`config.mk`:
```
export PLATFORM = sky130hd
export DESIGN_NAME = multi_stop_rgb_gradient_flat
export DESIGN_NICKNAME = d
export VERILOG_FILES = /design/src/mrg_pkg.sv /design/src/mrg_pos_if.sv /design/src/mrg_rgb_if.sv /design/src/mrg_cfg_if.sv /design/src/mrg_ram.sv /design/src/mrg_fifo.sv /design/src/mrg_cfg.sv /design/src/mrg_front.sv /design/src/mrg_back.sv /design/src/multi_stop_rgb_gradient.sv /design/src/flat_wrapper.sv
export SDC_FILE = /design/constraint.sdc
export NUM_CORES = 2
export LEC_CHECK = 0
export ABC_AREA = 1
export BUFFER_PORTS_ARGS = -buffer_cell sky130_fd_sc_hd__buf_2
export CAP_MARGIN = 10
export CORE_ASPECT_RATIO = 2
export CORE_MARGIN = 5
export CORE_UTILIZATION = 40
export CTS_BUF_LIST = sky130_fd_sc_hd__clkbuf_16
export CTS_CLUSTER_SIZE = 28
export DETAILED_ROUTE_END_ITERATION = 12
export SLEW_MARGIN = 20
export SYNTH_ARGS = -nofsm -noshare
export SYNTH_HDL_FRONTEND = slang
export SYNTH_HIERARCHICAL = 1
export SYNTH_SLANG_ARGS = --single-unit
```
`constraint.sdc`:
```
create_clock -name clk_i -period 14.1 [get_ports clk_i]
set_clock_uncertainty 0.15 [all_clocks]
set_input_delay 1.41 -clock clk_i [delete_from_list [all_inputs] [get_ports clk_i]]
set_output_delay 1.41 -clock clk_i [all_outputs]
set_load 0.01 [all_outputs]
```
`src/mrg_pkg.sv`:
```
`default_nettype none
package mrg_pkg;

  localparam int unsigned MAX_STOPS  = 7;
  localparam int unsigned FULL_SCALE = 100;

  localparam int unsigned POS_W   = 7;
  localparam int unsigned CH_W    = 8;
  localparam int unsigned NUM_CH  = 3;
  localparam int unsigned COLOR_W = NUM_CH * CH_W;
  localparam int unsigned CNT_W   = 3;

  localparam int unsigned CFG_IDX_W = $clog2(MAX_STOPS + 1);
  localparam int unsigned STOP_AW   = $clog2(MAX_STOPS);

  // t = position * (stops - 1), at most FULL_SCALE * (MAX_STOPS - 1)
  localparam int unsigned T_W    = $clog2(FULL_SCALE * (MAX_STOPS - 1) + 1);
  localparam int unsigned FRAC_W = $clog2(FULL_SCALE + 1);
  localparam int unsigned PROD_W = CH_W + FRAC_W;
  localparam int unsigned SUM_W  = PROD_W + 1;

  // x / 100 == (x * 5243) >> 19 for every x up to 255 * 100
  localparam int unsigned RECIP    = 5243;
  localparam int unsigned RECIP_W  = 13;
  localparam int unsigned RECIP_SH = 19;
  localparam int unsigned QM_W     = SUM_W + RECIP_W;

  localparam int unsigned FIFO_DEPTH = 2;
  localparam int unsigned FIFO_PW    = $clog2(FIFO_DEPTH);
  localparam int unsigned FIFO_CW    = $clog2(FIFO_DEPTH + 1);

  // register map
  localparam logic [CFG_IDX_W-1:0] REG_STOP_COUNT = CFG_IDX_W'(0);
  localparam logic [CFG_IDX_W-1:0] REG_STOP_0     = CFG_IDX_W'(1);

  localparam logic [CNT_W-1:0] STOP_COUNT_MIN   = CNT_W'(2);
  localparam logic [CNT_W-1:0] STOP_COUNT_MAX   = CNT_W'(MAX_STOPS);
  localparam logic [CNT_W-1:0] STOP_COUNT_RESET = CNT_W'(2);

  // segment and fraction handed from front to back
  typedef struct packed {
    logic [STOP_AW-1:0] seg;
    logic [FRAC_W-1:0]  frac;
  } seg_entry_t;

  // stop color write from the register block
  typedef struct packed {
    logic               en;
    logic [STOP_AW-1:0] addr;
    logic [COLOR_W-1:0] data;
  } stop_wr_t;

endpackage
`default_nettype wire

```
`src/mrg_pos_if.sv`:
```
`default_nettype none
interface mrg_pos_if;
  logic                        valid;
  logic                        ready;
  logic [mrg_pkg::POS_W-1:0]   position;

  modport source (output valid, output position, input ready);
  modport sink   (input valid, input position, output ready);
endinterface
`default_nettype wire

```
`src/mrg_rgb_if.sv`:
```
`default_nettype none
interface mrg_rgb_if;
  logic                       valid;
  logic                       ready;
  logic [mrg_pkg::CH_W-1:0]   red;
  logic [mrg_pkg::CH_W-1:0]   green;
  logic [mrg_pkg::CH_W-1:0]   blue;

  modport source (output valid, output red, output green, output blue, input ready);
  modport sink   (input valid, input red, input green, input blue, output ready);
endinterface
`default_nettype wire

```
`src/mrg_cfg_if.sv`:
```
`default_nettype none
interface mrg_cfg_if;
  logic                            valid;
  logic                            ready;
  logic [mrg_pkg::CFG_IDX_W-1:0]   index;
  logic [mrg_pkg::COLOR_W-1:0]     data;

  modport source (output valid, output index, output data, input ready);
  modport sink   (input valid, input index, input data, output ready);
endinterface
`default_nettype wire

```
`src/mrg_ram.sv`:
```
`default_nettype none
module mrg_ram #(
  parameter int unsigned WIDTH = 8,
  parameter int unsigned DEPTH = 8
) (
  input  wire logic                     clk_i,
  input  wire logic                     we_i,
  input  wire logic [$clog2(DEPTH)-1:0] waddr_i,
  input  wire logic [WIDTH-1:0]         wdata_i,
  input  wire logic                     re_i,
  input  wire logic [$clog2(DEPTH)-1:0] raddr_a_i,
  input  wire logic [$clog2(DEPTH)-1:0] raddr_b_i,
  output logic      [WIDTH-1:0]         rdata_a_o,
  output logic      [WIDTH-1:0]         rdata_b_o
);

  logic [WIDTH-1:0] mem_q [DEPTH];

  always_ff @(posedge clk_i) begin
    if (we_i) begin
      mem_q[waddr_i] <= wdata_i;
    end
  end

  always_ff @(posedge clk_i) begin
    if (re_i) begin
      rdata_a_o <= mem_q[raddr_a_i];
      rdata_b_o <= mem_q[raddr_b_i];
    end
  end

endmodule
`default_nettype wire

```
`src/mrg_fifo.sv`:
```
`default_nettype none
module mrg_fifo (
  input  wire logic                clk_i,
  input  wire logic                rst_ni,
  input  wire logic                push_i,
  input  wire mrg_pkg::seg_entry_t data_i,
  output logic                     full_o,
  input  wire logic                pop_i,
  output logic                     empty_o,
  output mrg_pkg::seg_entry_t      data_o
);

  mrg_pkg::seg_entry_t               mem_q [mrg_pkg::FIFO_DEPTH];
  logic [mrg_pkg::FIFO_PW-1:0]       wptr_q, wptr_d;
  logic [mrg_pkg::FIFO_PW-1:0]       rptr_q, rptr_d;
  logic [mrg_pkg::FIFO_CW-1:0]       cnt_q, cnt_d;
  logic                              do_push, do_pop;

  assign full_o  = (cnt_q == mrg_pkg::FIFO_CW'(mrg_pkg::FIFO_DEPTH));
  assign empty_o = (cnt_q == '0);
  assign data_o  = mem_q[rptr_q];
  assign do_push = push_i && !full_o;
  assign do_pop  = pop_i && !empty_o;

  always_comb begin
    wptr_d = wptr_q;
    rptr_d = rptr_q;
    cnt_d  = cnt_q;
    if (do_push) begin
      wptr_d = (wptr_q == mrg_pkg::FIFO_PW'(mrg_pkg::FIFO_DEPTH - 1)) ? '0 :
               wptr_q + mrg_pkg::FIFO_PW'(1);
    end
    if (do_pop) begin
      rptr_d = (rptr_q == mrg_pkg::FIFO_PW'(mrg_pkg::FIFO_DEPTH - 1)) ? '0 :
               rptr_q + mrg_pkg::FIFO_PW'(1);
    end
    if (do_push && !do_pop) begin
      cnt_d = cnt_q + mrg_pkg::FIFO_CW'(1);
    end else if (do_pop && !do_push) begin
      cnt_d = cnt_q - mrg_pkg::FIFO_CW'(1);
    end
  end

  always_ff @(posedge clk_i or negedge rst_ni) begin
    if (!rst_ni) begin
      wptr_q <= '0;
      rptr_q <= '0;
      cnt_q  <= '0;
    end else begin
      wptr_q <= wptr_d;
      rptr_q <= rptr_d;
      cnt_q  <= cnt_d;
    end
  end

  always_ff @(posedge clk_i) begin
    if (do_push) begin
      mem_q[wptr_q] <= data_i;
    end
  end

endmodule
`default_nettype wire

```
`src/mrg_cfg.sv`:
```
`default_nettype none
module mrg_cfg (
  input  wire logic                      clk_i,
  input  wire logic                      rst_ni,
  mrg_cfg_if.sink                        cfg,
  output logic [mrg_pkg::CNT_W-1:0]      stop_cnt_o,
  output mrg_pkg::stop_wr_t              wr_o
);

  logic [mrg_pkg::CNT_W-1:0] stop_count_q, stop_count_d;

  assign cfg.ready = 1'b1;

  always_comb begin
    stop_count_d = stop_count_q;
    if (cfg.valid && cfg.index == mrg_pkg::REG_STOP_COUNT) begin
      stop_count_d = cfg.data[mrg_pkg::CNT_W-1:0];
    end
  end

  always_ff @(posedge clk_i or negedge rst_ni) begin
    if (!rst_ni) begin
      stop_count_q <= mrg_pkg::STOP_COUNT_RESET;
    end else begin
      stop_count_q <= stop_count_d;
    end
  end

  // out-of-range counts fold onto the nearest legal one
  always_comb begin
    priority if (stop_count_q < mrg_pkg::STOP_COUNT_MIN) begin
      stop_cnt_o = mrg_pkg::STOP_COUNT_MIN;
    end else if (stop_count_q > mrg_pkg::STOP_COUNT_MAX) begin
      stop_cnt_o = mrg_pkg::STOP_COUNT_MAX;
    end else begin
      stop_cnt_o = stop_count_q;
    end
  end

  always_comb begin
    wr_o.en   = cfg.valid && (cfg.index >= mrg_pkg::REG_STOP_0) &&
                ({1'b0, cfg.index} <= (mrg_pkg::CFG_IDX_W + 1)'(mrg_pkg::MAX_STOPS));
    wr_o.addr = mrg_pkg::STOP_AW'(cfg.index - mrg_pkg::REG_STOP_0);
    wr_o.data = cfg.data;
  end

endmodule
`default_nettype wire

```
`src/mrg_front.sv`:
```
`default_nettype none
module mrg_front (
  mrg_pos_if.sink                        pos,
  input  wire logic [mrg_pkg::CNT_W-1:0] stop_cnt_i,
  input  wire logic                      full_i,
  output logic                           push_o,
  output mrg_pkg::seg_entry_t            entry_o
);

  logic [mrg_pkg::POS_W-1:0]   pos_sat;
  logic [mrg_pkg::CNT_W-1:0]   cnt_m1;
  logic [mrg_pkg::T_W-1:0]     t;
  logic [mrg_pkg::STOP_AW-1:0] seg_raw;
  logic [mrg_pkg::STOP_AW-1:0] seg_max;
  logic [mrg_pkg::STOP_AW-1:0] seg;

  assign pos.ready = !full_i;
  assign push_o    = pos.valid && !full_i;

  always_comb begin
    pos_sat = (pos.position > mrg_pkg::POS_W'(mrg_pkg::FULL_SCALE)) ?
              mrg_pkg::POS_W'(mrg_pkg::FULL_SCALE) : pos.position;
    cnt_m1  = stop_cnt_i - mrg_pkg::CNT_W'(1);
    t       = mrg_pkg::T_W'(pos_sat) * mrg_pkg::T_W'(cnt_m1);

    // t / 100 by threshold compares, t stays below 100 * MAX_STOPS
    seg_raw = '0;
    for (int j = 1; j < mrg_pkg::MAX_STOPS; j++) begin
      if (t >= mrg_pkg::T_W'(j * mrg_pkg::FULL_SCALE)) begin
        seg_raw = mrg_pkg::STOP_AW'(j);
      end
    end

    // the last position lands on the end of the last segment
    seg_max = mrg_pkg::STOP_AW'(stop_cnt_i - mrg_pkg::CNT_W'(2));
    seg     = (seg_raw > seg_max) ? seg_max : seg_raw;

    entry_o.seg  = seg;
    entry_o.frac = mrg_pkg::FRAC_W'(t - mrg_pkg::T_W'(seg) *
                                        mrg_pkg::T_W'(mrg_pkg::FULL_SCALE));
  end

endmodule
`default_nettype wire

```
`src/mrg_back.sv`:
```
`default_nettype none
module mrg_back (
  input  wire logic                clk_i,
  input  wire logic                rst_ni,
  input  wire mrg_pkg::stop_wr_t   wr_i,
  input  wire logic                empty_i,
  input  wire mrg_pkg::seg_entry_t entry_i,
  output logic                     pop_o,
  mrg_rgb_if.source                rgb
);

  logic s1_adv, s2_adv, out_adv;
  logic s1_v_q, s2_v_q, out_v_q;

  logic [mrg_pkg::MAX_STOPS-1:0] stop_vld_q;

  logic [mrg_pkg::STOP_AW-1:0] seg_hi;
  logic [mrg_pkg::COLOR_W-1:0] rd_lo, rd_hi;
  logic [mrg_pkg::COLOR_W-1:0] col_lo, col_hi;

  logic [mrg_pkg::FRAC_W-1:0]  s1_frac_q;
  logic                        s1_vlo_q, s1_vhi_q;
  logic [mrg_pkg::FRAC_W-1:0]  w_lo;

  logic [mrg_pkg::PROD_W-1:0]  p_lo_d [mrg_pkg::NUM_CH];
  logic [mrg_pkg::PROD_W-1:0]  p_hi_d [mrg_pkg::NUM_CH];
  logic [mrg_pkg::PROD_W-1:0]  p_lo_q [mrg_pkg::NUM_CH];
  logic [mrg_pkg::PROD_W-1:0]  p_hi_q [mrg_pkg::NUM_CH];

  logic [mrg_pkg::SUM_W-1:0]   sum    [mrg_pkg::NUM_CH];
  logic [mrg_pkg::QM_W-1:0]    qm     [mrg_pkg::NUM_CH];
  logic [mrg_pkg::CH_W-1:0]    ch_d   [mrg_pkg::NUM_CH];
  logic [mrg_pkg::CH_W-1:0]    ch_q   [mrg_pkg::NUM_CH];

  // pipeline moves whenever the stage ahead frees up
  assign out_adv = !out_v_q || rgb.ready;
  assign s2_adv  = !s2_v_q || out_adv;
  assign s1_adv  = !s1_v_q || s2_adv;
  assign pop_o   = s1_adv && !empty_i;
  assign seg_hi  = entry_i.seg + mrg_pkg::STOP_AW'(1);

  mrg_ram #(
    .WIDTH (mrg_pkg::COLOR_W),
    .DEPTH (mrg_pkg::MAX_STOPS)
  ) u_stop_ram (
    .clk_i     (clk_i),
    .we_i      (wr_i.en),
    .waddr_i   (wr_i.addr),
    .wdata_i   (wr_i.data),
    .re_i      (s1_adv),
    .raddr_a_i (entry_i.seg),
    .raddr_b_i (seg_hi),
    .rdata_a_o (rd_lo),
    .rdata_b_o (rd_hi)
  );

  // stops never written read as black
  always_ff @(posedge clk_i or negedge rst_ni) begin
    if (!rst_ni) begin
      stop_vld_q <= '0;
    end else if (wr_i.en) begin
      stop_vld_q[wr_i.addr] <= 1'b1;
    end
  end

  always_ff @(posedge clk_i or negedge rst_ni) begin
    if (!rst_ni) begin
      s1_v_q  <= 1'b0;
      s2_v_q  <= 1'b0;
      out_v_q <= 1'b0;
    end else begin
      if (s1_adv) begin
        s1_v_q <= pop_o;
      end
      if (s2_adv) begin
        s2_v_q <= s1_v_q;
      end
      if (out_adv) begin
        out_v_q <= s2_v_q;
      end
    end
  end

  always_ff @(posedge clk_i) begin
    if (s1_adv) begin
      s1_frac_q <= entry_i.frac;
      s1_vlo_q  <= stop_vld_q[entry_i.seg];
      s1_vhi_q  <= stop_vld_q[seg_hi];
    end
  end

  always_comb begin
    col_lo = s1_vlo_q ? rd_lo : '0;
    col_hi = s1_vhi_q ? rd_hi : '0;
    w_lo   = mrg_pkg::FRAC_W'(mrg_pkg::FULL_SCALE) - s1_frac_q;
    for (int c = 0; c < mrg_pkg::NUM_CH; c++) begin
      // channel 0 is red in the top byte
      p_lo_d[c] = mrg_pkg::PROD_W'(col_lo[(mrg_pkg::NUM_CH - 1 - c) * mrg_pkg::CH_W +:
                                          mrg_pkg::CH_W]) * mrg_pkg::PROD_W'(w_lo);
      p_hi_d[c] = mrg_pkg::PROD_W'(col_hi[(mrg_pkg::NUM_CH - 1 - c) * mrg_pkg::CH_W +:
                                          mrg_pkg::CH_W]) * mrg_pkg::PROD_W'(s1_frac_q);
    end
  end

  always_ff @(posedge clk_i) begin
    if (s2_adv) begin
      p_lo_q <= p_lo_d;
      p_hi_q <= p_hi_d;
    end
  end

  // divide by 100 through the reciprocal
  always_comb begin
    for (int c = 0; c < mrg_pkg::NUM_CH; c++) begin
      sum[c]  = mrg_pkg::SUM_W'(p_lo_q[c]) + mrg_pkg::SUM_W'(p_hi_q[c]);
      qm[c]   = mrg_pkg::QM_W'(sum[c]) * mrg_pkg::QM_W'(mrg_pkg::RECIP);
      ch_d[c] = qm[c][mrg_pkg::RECIP_SH +: mrg_pkg::CH_W];
    end
  end

  always_ff @(posedge clk_i) begin
    if (out_adv) begin
      ch_q <= ch_d;
    end
  end

  assign rgb.valid = out_v_q;
  assign rgb.red   = ch_q[0];
  assign rgb.green = ch_q[1];
  assign rgb.blue  = ch_q[2];

endmodule
`default_nettype wire

```
`src/multi_stop_rgb_gradient.sv`:
```
// An accepted position beat passes the queue, then the RAM read, multiply and
// output registers. Throughput: one beat per cycle unless the output stalls; the
//   back end (RAM read, multiply, reciprocal divide) takes one segment per cycle.
// A 2-entry queue decouples position intake from the result handshake.
// Reset (rst_ni, async low): stop count 2, all stops read as black.
`default_nettype none
module multi_stop_rgb_gradient (
  input  wire logic clk_i,
  input  wire logic rst_ni,
  mrg_pos_if.sink   pos_i,
  mrg_rgb_if.source rgb_o,
  mrg_cfg_if.sink   cfg_i
);

  logic [mrg_pkg::CNT_W-1:0] stop_cnt;
  mrg_pkg::stop_wr_t         stop_wr;
  logic                      push, full, pop, empty;
  mrg_pkg::seg_entry_t       push_entry, pop_entry;

  mrg_cfg u_cfg (
    .clk_i      (clk_i),
    .rst_ni     (rst_ni),
    .cfg        (cfg_i),
    .stop_cnt_o (stop_cnt),
    .wr_o       (stop_wr)
  );

  mrg_front u_front (
    .pos        (pos_i),
    .stop_cnt_i (stop_cnt),
    .full_i     (full),
    .push_o     (push),
    .entry_o    (push_entry)
  );

  mrg_fifo u_fifo (
    .clk_i   (clk_i),
    .rst_ni  (rst_ni),
    .push_i  (push),
    .data_i  (push_entry),
    .full_o  (full),
    .pop_i   (pop),
    .empty_o (empty),
    .data_o  (pop_entry)
  );

  mrg_back u_back (
    .clk_i   (clk_i),
    .rst_ni  (rst_ni),
    .wr_i    (stop_wr),
    .empty_i (empty),
    .entry_i (pop_entry),
    .pop_o   (pop),
    .rgb     (rgb_o)
  );

endmodule
`default_nettype wire
```
`src/flat_wrapper.sv`:
```
// flat-port wrapper written by rule: the top's interface ports become plain ports
module multi_stop_rgb_gradient_flat 
  (clk_i, rst_ni, pos_i_valid, pos_i_position, pos_i_ready, rgb_o_valid, rgb_o_red, rgb_o_green, rgb_o_blue, rgb_o_ready, cfg_i_valid, cfg_i_index, cfg_i_data, cfg_i_ready);
  mrg_pos_if pos_i_i ();
  mrg_rgb_if rgb_o_i ();
  mrg_cfg_if cfg_i_i ();
  input  wire logic clk_i;
  input  wire logic rst_ni;
  input wire logic [$bits(pos_i_i.valid)-1:0] pos_i_valid;
  input wire logic [$bits(pos_i_i.position)-1:0] pos_i_position;
  output wire logic [$bits(pos_i_i.ready)-1:0] pos_i_ready;
  output wire logic [$bits(rgb_o_i.valid)-1:0] rgb_o_valid;
  output wire logic [$bits(rgb_o_i.red)-1:0] rgb_o_red;
  output wire logic [$bits(rgb_o_i.green)-1:0] rgb_o_green;
  output wire logic [$bits(rgb_o_i.blue)-1:0] rgb_o_blue;
  input wire logic [$bits(rgb_o_i.ready)-1:0] rgb_o_ready;
  input wire logic [$bits(cfg_i_i.valid)-1:0] cfg_i_valid;
  input wire logic [$bits(cfg_i_i.index)-1:0] cfg_i_index;
  input wire logic [$bits(cfg_i_i.data)-1:0] cfg_i_data;
  output wire logic [$bits(cfg_i_i.ready)-1:0] cfg_i_ready;
  assign pos_i_i.valid = pos_i_valid;
  assign pos_i_i.position = pos_i_position;
  assign pos_i_ready = pos_i_i.ready;
  assign rgb_o_valid = rgb_o_i.valid;
  assign rgb_o_red = rgb_o_i.red;
  assign rgb_o_green = rgb_o_i.green;
  assign rgb_o_blue = rgb_o_i.blue;
  assign rgb_o_i.ready = rgb_o_ready;
  assign cfg_i_i.valid = cfg_i_valid;
  assign cfg_i_i.index = cfg_i_index;
  assign cfg_i_i.data = cfg_i_data;
  assign cfg_i_ready = cfg_i_i.ready;
  multi_stop_rgb_gradient u_core (.clk_i(clk_i), .rst_ni(rst_ni), .pos_i(pos_i_i), .rgb_o(rgb_o_i), .cfg_i(cfg_i_i));
endmodule
```
[Yosys cells after proc, flatten, opt, wreduce, memory -nomap -nowiden]
Memories as Yosys holds them, arrays and structs flattened. A register that Yosys moved wholly into a read port is not among the register bits.
Index checks and enable logic that the tools add are counted.
Storage, ports and cells
  register bits: 140
  memory bits (writable): 188
  input bits: 39
  output and inout port bits: 27
  logic and storage cells: 111
  memories: 2
Memory list
  u_core.u_back.u_stop_ram.mem_q: depth 7, bits a word 24, read ports 2, clocked after memory_dff 2, write ports 1, line mrg_ram.sv:17  | logic [WIDTH-1:0] mem_q [DEPTH];
  u_core.u_fifo.mem_q: depth 2, bits a word 10, read ports 1, clocked after memory_dff 0, write ports 1, line mrg_fifo.sv:13  | mrg_pkg::seg_entry_t mem_q [mrg_pkg::FIFO_DEPTH];
Operators by class
  $add $sub $neg: 13
  multiply operators: 11
  $lt $le $gt $ge: 15
  equal/unequal tests: 1
  multiplexer cells: 26
  bitwise gates (word level): 1
  reductions and logical operators: 22
Operator list (number)
  $mul 8x7->15: 6
  $mul 16x13->27 const B: 3
  $add 15x15->16: 3
  $mux 24: 2
  $ge 10x9->1 const B: 3
  $mux 3: 8
  $lt 3x4->1 const B: 3
  $ge 10x10->1 const B: 1
  $ge 10x7->1 const B: 1
  $ge 10x8->1 const B: 1
  $mul 7x3->10: 1
  $mux 1: 10
  $logic_and 1x1->1: 9
  $gt 7x7->1 const B: 1
  $logic_not 1->1: 7
  $mux 7: 1
  $or 7x7->7: 1
  $sub 7x7->7: 1
  $sub 7x7->7 const A: 1
  $bmux 1 s3: 2
  $ge 3x1->1 const B: 2
  $sub 3x1->3 const B: 2
  $mul 3x5->5 const B: 1
  $mux 2: 2
  14 further kinds: 17

[Depth between registers and ports, before layout]
  depth after elaboration: 16
  gate-level depth with buffers: 41
  depth with buffers taken out: 41

[Cells and area by module]
The synthesis kept the hierarchy.
By module, submodules not included
  mrg_back: instances 1, cells an instance 3908, area each 30623.1 um^2, sequential area each 3943.8 um^2
  mrg_ram: instances 1, cells an instance 1089, area each 10369.9 um^2, sequential area each 6486.2 um^2
  mrg_front: instances 1, cells an instance 217, area each 1310.0 um^2, sequential area each 0.0 um^2
  mrg_fifo: instances 1, cells an instance 84, area each 957.2 um^2, sequential area each 700.7 um^2
  mrg_cfg: instances 1, cells an instance 54, area each 414.1 um^2, sequential area each 76.3 um^2

[Worst setup path before layout]
OpenSTA, ideal clock, no wires.
  path type: input to register
  start point: input pos_i_position[0]
  end point: memory u_core/u_fifo/mem_q[0][6] (netlist bit) (data pin)
  setup time: 0.256 ns
  arrival: 6.413 ns
  slack: 7.281 ns
  cell stages on the path: 36
  path buffers: 0
  cells stage by stage: o21ai_0 -> nand2_1 -> and3_1 -> or2_2 -> nand2_1 -> inv_1 -> fa_1 -> ha_1 -> inv_1 -> fa_1 -> inv_1 -> nand2_1 -> nand2_2 -> nand3_2 -> nand2_4 -> nand3_1 -> nor2_1 -> nor2_1 -> nand3_2 -> nand2_1 -> ha_1 -> a31oi_1 -> a21boi_0 -> inv_1 -> nand3_1 -> nand2_1 -> ha_1 -> inv_1 -> fa_1 -> a31oi_1 -> xor2_1 -> inv_1 -> nand3_1 -> nand2_1 -> nand2_1 -> nand2_1
RTL lines
  start, declared: line flat_wrapper.sv:10  | input wire logic [$bits(pos_i_i.position)-1:0] pos_i_position;
  end, declared: line mrg_fifo.sv:13

==> out/results.txt <==
Status = completed
Synth area leader = edfxtp_1
Cts repair resizes = 0
Worst-margin pin slew = 1.04 ns
Nets = 6353
Routability Congestion = 0.902
Postcts setup bufs = 0
Critical path fanouts, max = 7
Adder-Cell Fraction of Synth Area = 0.341
Initial antenna violation count = 5
Synth Net Count = 6345
Mux contribution to synthesized area = 0
Tmin final = 7.20 ns
Main combinational cell family by area after synthesis = adder cells
Final Hold Violating Endpoints = 0
Crit share post-route = 0.511
Worst-skew pair later-pin latency = 0.62 ns
# port buffers = 64
Layout cells sized above 1 = 0.0492
Clock sink total = 376
CTS hold repair buffers = 0
CTS max path bufs = 3
First-pass GRT wire length = 180000 um
Critical Path Sink Type = register
Wire length per cell = 16.5 um
Die Span Y = 477 um
Core Area = 108000 um^2
DRT iter0 DRCs = 1377
Layout Area Growth over Synthesis = 6.32%
Detailed Place HPWL = 91000 um
Post-synth EDFFs = 359
Total number of yosys warnings = 6
Total congestion overflow = 0
Post-Syn Instances = 5352
Startpoint Class = register
Hold WC Path Type = reg2reg
Yosys reg bits = 376
Root Buffer = clkbuf_16
Routed wire length = 112000 um
Worst path most repeated cell = nand2_1
Die ar. = 116000 um^2
Synth cell types = 55
Total CTS buffers = 40
Seq/Total Area, Yosys = 0.257
Synth Area in XOR/XNOR = 0.0231
Max-cap violations = 0
Fillers = 10900
Ys async rst share = 0.0452
Initial Util = 0.403
Final setup violating endpoints = 0
Critical Path Max Stage Delay = 0.54 ns
Synth Area in Simple Gates = 0.225
Area contributors post-synth = edfxtp_1 (25%), fa_1 (18%), ha_1 (16%)
Count of pins over their slew limit = 0
Critical path type = reg2reg
Pin count of the biggest net entering global routing = 80
Synth top area share = 0.247
Vias per cell = 4.99
Die width = 244 um
H-tree depth = 2
Synth Area in Compound Gates = 0.0386
Setup TNS = 0 ns
Syn_area_per_cell = 8.16 um^2
Via Count = 33800
Commonest register cell after synthesis = edfxtp_1
Max-slew headroom = 0.304
RSZ-0062 raised after global routing = false
Critical Path AT = 7.38 ns
Reg2reg setup slack = 6.90 ns
Worst path required time = 14.28 ns
Cell Rows = 171
Clock-pin slew on the worst setup and hold paths = 0.07 ns
Number of global-route vias before repair = 35600
Synthesized cell area = 43700 um^2
Ports = 66
Detailed Routing Iterations Pass 1 = 7
Most frequent cells in the layout = nand2_1 (1494), inv_1 (1097), ha_1 (558)
Most common cell after layout, fill and taps aside = nand2_1
Slowest library cell on the worst path = dfstp_2
Post-route ant nets = 0
Fmax = 0.139 GHz
CTS tree = done
DRC = 0
GRT Util Overall = 0.192
-- through the flow --
| stage | instances | area, um^2 | util | worst slack (ns) | hold slack (ns) |
|---|---|---|---|---|---|
| 2_1_floorplan | 5352 | 43700 | - | 7.28 | 0.273 |
| 3_3_place_gp | 6702 | 45100 | 0.416 | 6.32 | 0.308 |
| 3_5_place_dp | 6702 | 45100 | 0.416 | 6.31 | 0.310 |
| 4_1_cts | 6775 | 46400 | 0.428 | 6.84 | 0.309 |
| 5_1_grt | 6778 | 46400 | 0.428 | 6.26 | 0.341 |
| 6_report | 6779 | 46400 | 0.428 | 6.90 | 0.315 |
-- cell usage after synthesis, drive strengths merged (23+ instances only) --
cell	number
nand2	1532
xnor2	33
inv	1112
nand3	382
a21oi	175
nand4	45
nor2	369
xor2	79
o21ai	77
fa	395
buf	101
edfxtp	359
ha	559
clkbuf	23
-- registers in the layout, summed over array words and instances (netlist names), 2 cells and up --
signal / count
u_core/u_back/u_stop_ram/mem_q: 168
u_core/u_back/p_hi_q: 45
u_core/u_back/p_lo_q: 45
u_core/u_back/u_stop_ram/rdata_a_o: 24
u_core/u_back/u_stop_ram/rdata_b_o: 24
u_core/u_fifo/mem_q: 20
u_core/u_back/rgb.blue: 8
u_core/u_back/rgb.green: 8
u_core/u_back/rgb.red: 8
u_core/u_back/s1_frac_q: 7
u_core/u_back/stop_vld_q: 7
u_core/u_cfg/stop_count_q: 3
u_core/u_fifo/cnt_q: 2
-- routing by layer --
metal | track usage | vias up | part of all wire
li1 | - | 16700 | -
met1 | 0.181 | 16100 | 0.33
met4 | 0.114 | 4 | 0.069
met3 | 0.0169 | 324 | 0.032
met2 | 0.392 | 739 | 0.56
met5 | 0 | - | 0.00022
-- final timing paths --
kind                                                          startpoint                                       end  cells after the start
worst max-delay path            u_core/u_cfg/stop_count_q[1]$_DFFE_PN1P_       u_core/u_fifo/mem_q[0][6]$_DFFE_PP_                     36
worst min-delay path                 u_core/u_fifo/mem_q[0][6]$_DFFE_PP_      u_core/u_back/s1_frac_q[6]$_DFFE_PN_                      2
worst max register to register  u_core/u_cfg/stop_count_q[1]$_DFFE_PN1P_       u_core/u_fifo/mem_q[0][6]$_DFFE_PP_                     36
worst min register to register       u_core/u_fifo/mem_q[0][6]$_DFFE_PP_      u_core/u_back/s1_frac_q[6]$_DFFE_PN_                      2
max in group asynchronous                                         rst_ni  u_core/u_cfg/stop_count_q[1]$_DFFE_PN1P_                      1
min in group asynchronous                                         rst_ni       u_core/u_back/rgb.valid$_DFFE_PN0P_                      1
-- cells by family after synthesis --
| kind of cell | after synthesis |
|---|---|
| other cells | 1 |
| flops | 376 |
| xor+xnor | 112 |
| compound gates | 308 |
| simple gates | 2362 |
| buf+inv | 1239 |
| fa+ha+maj | 954 |
-- worst max-delay path: cells and delay by family, from the launching register on --
family | cells | cell delay [ns]
compound gates | 3 | 0.83
xor+xnor | 2 | 0.69
fa+ha+maj | 7 | 2.31
buf+inv | 6 | 0.60
flops | 1 | 0.54
simple gates | 18 | 1.81
-- cell type report --
class	count	area [um^2]	area share
multi-input cells	3737	27500	0.591
diodes	4	10.0	0.000216
clock buffers	40	1000	0.0216
repair buffers	90	515	0.0111
flip-flops and latches	376	11200	0.241
inverters	1115	4200	0.0904
well taps	1384	1730	0.0373
clock inverters	33	308	0.00663
Power is left out: the tool's default activity adds up to more than one toggle a clock period on the data nets, which glitch-free logic cannot reach.
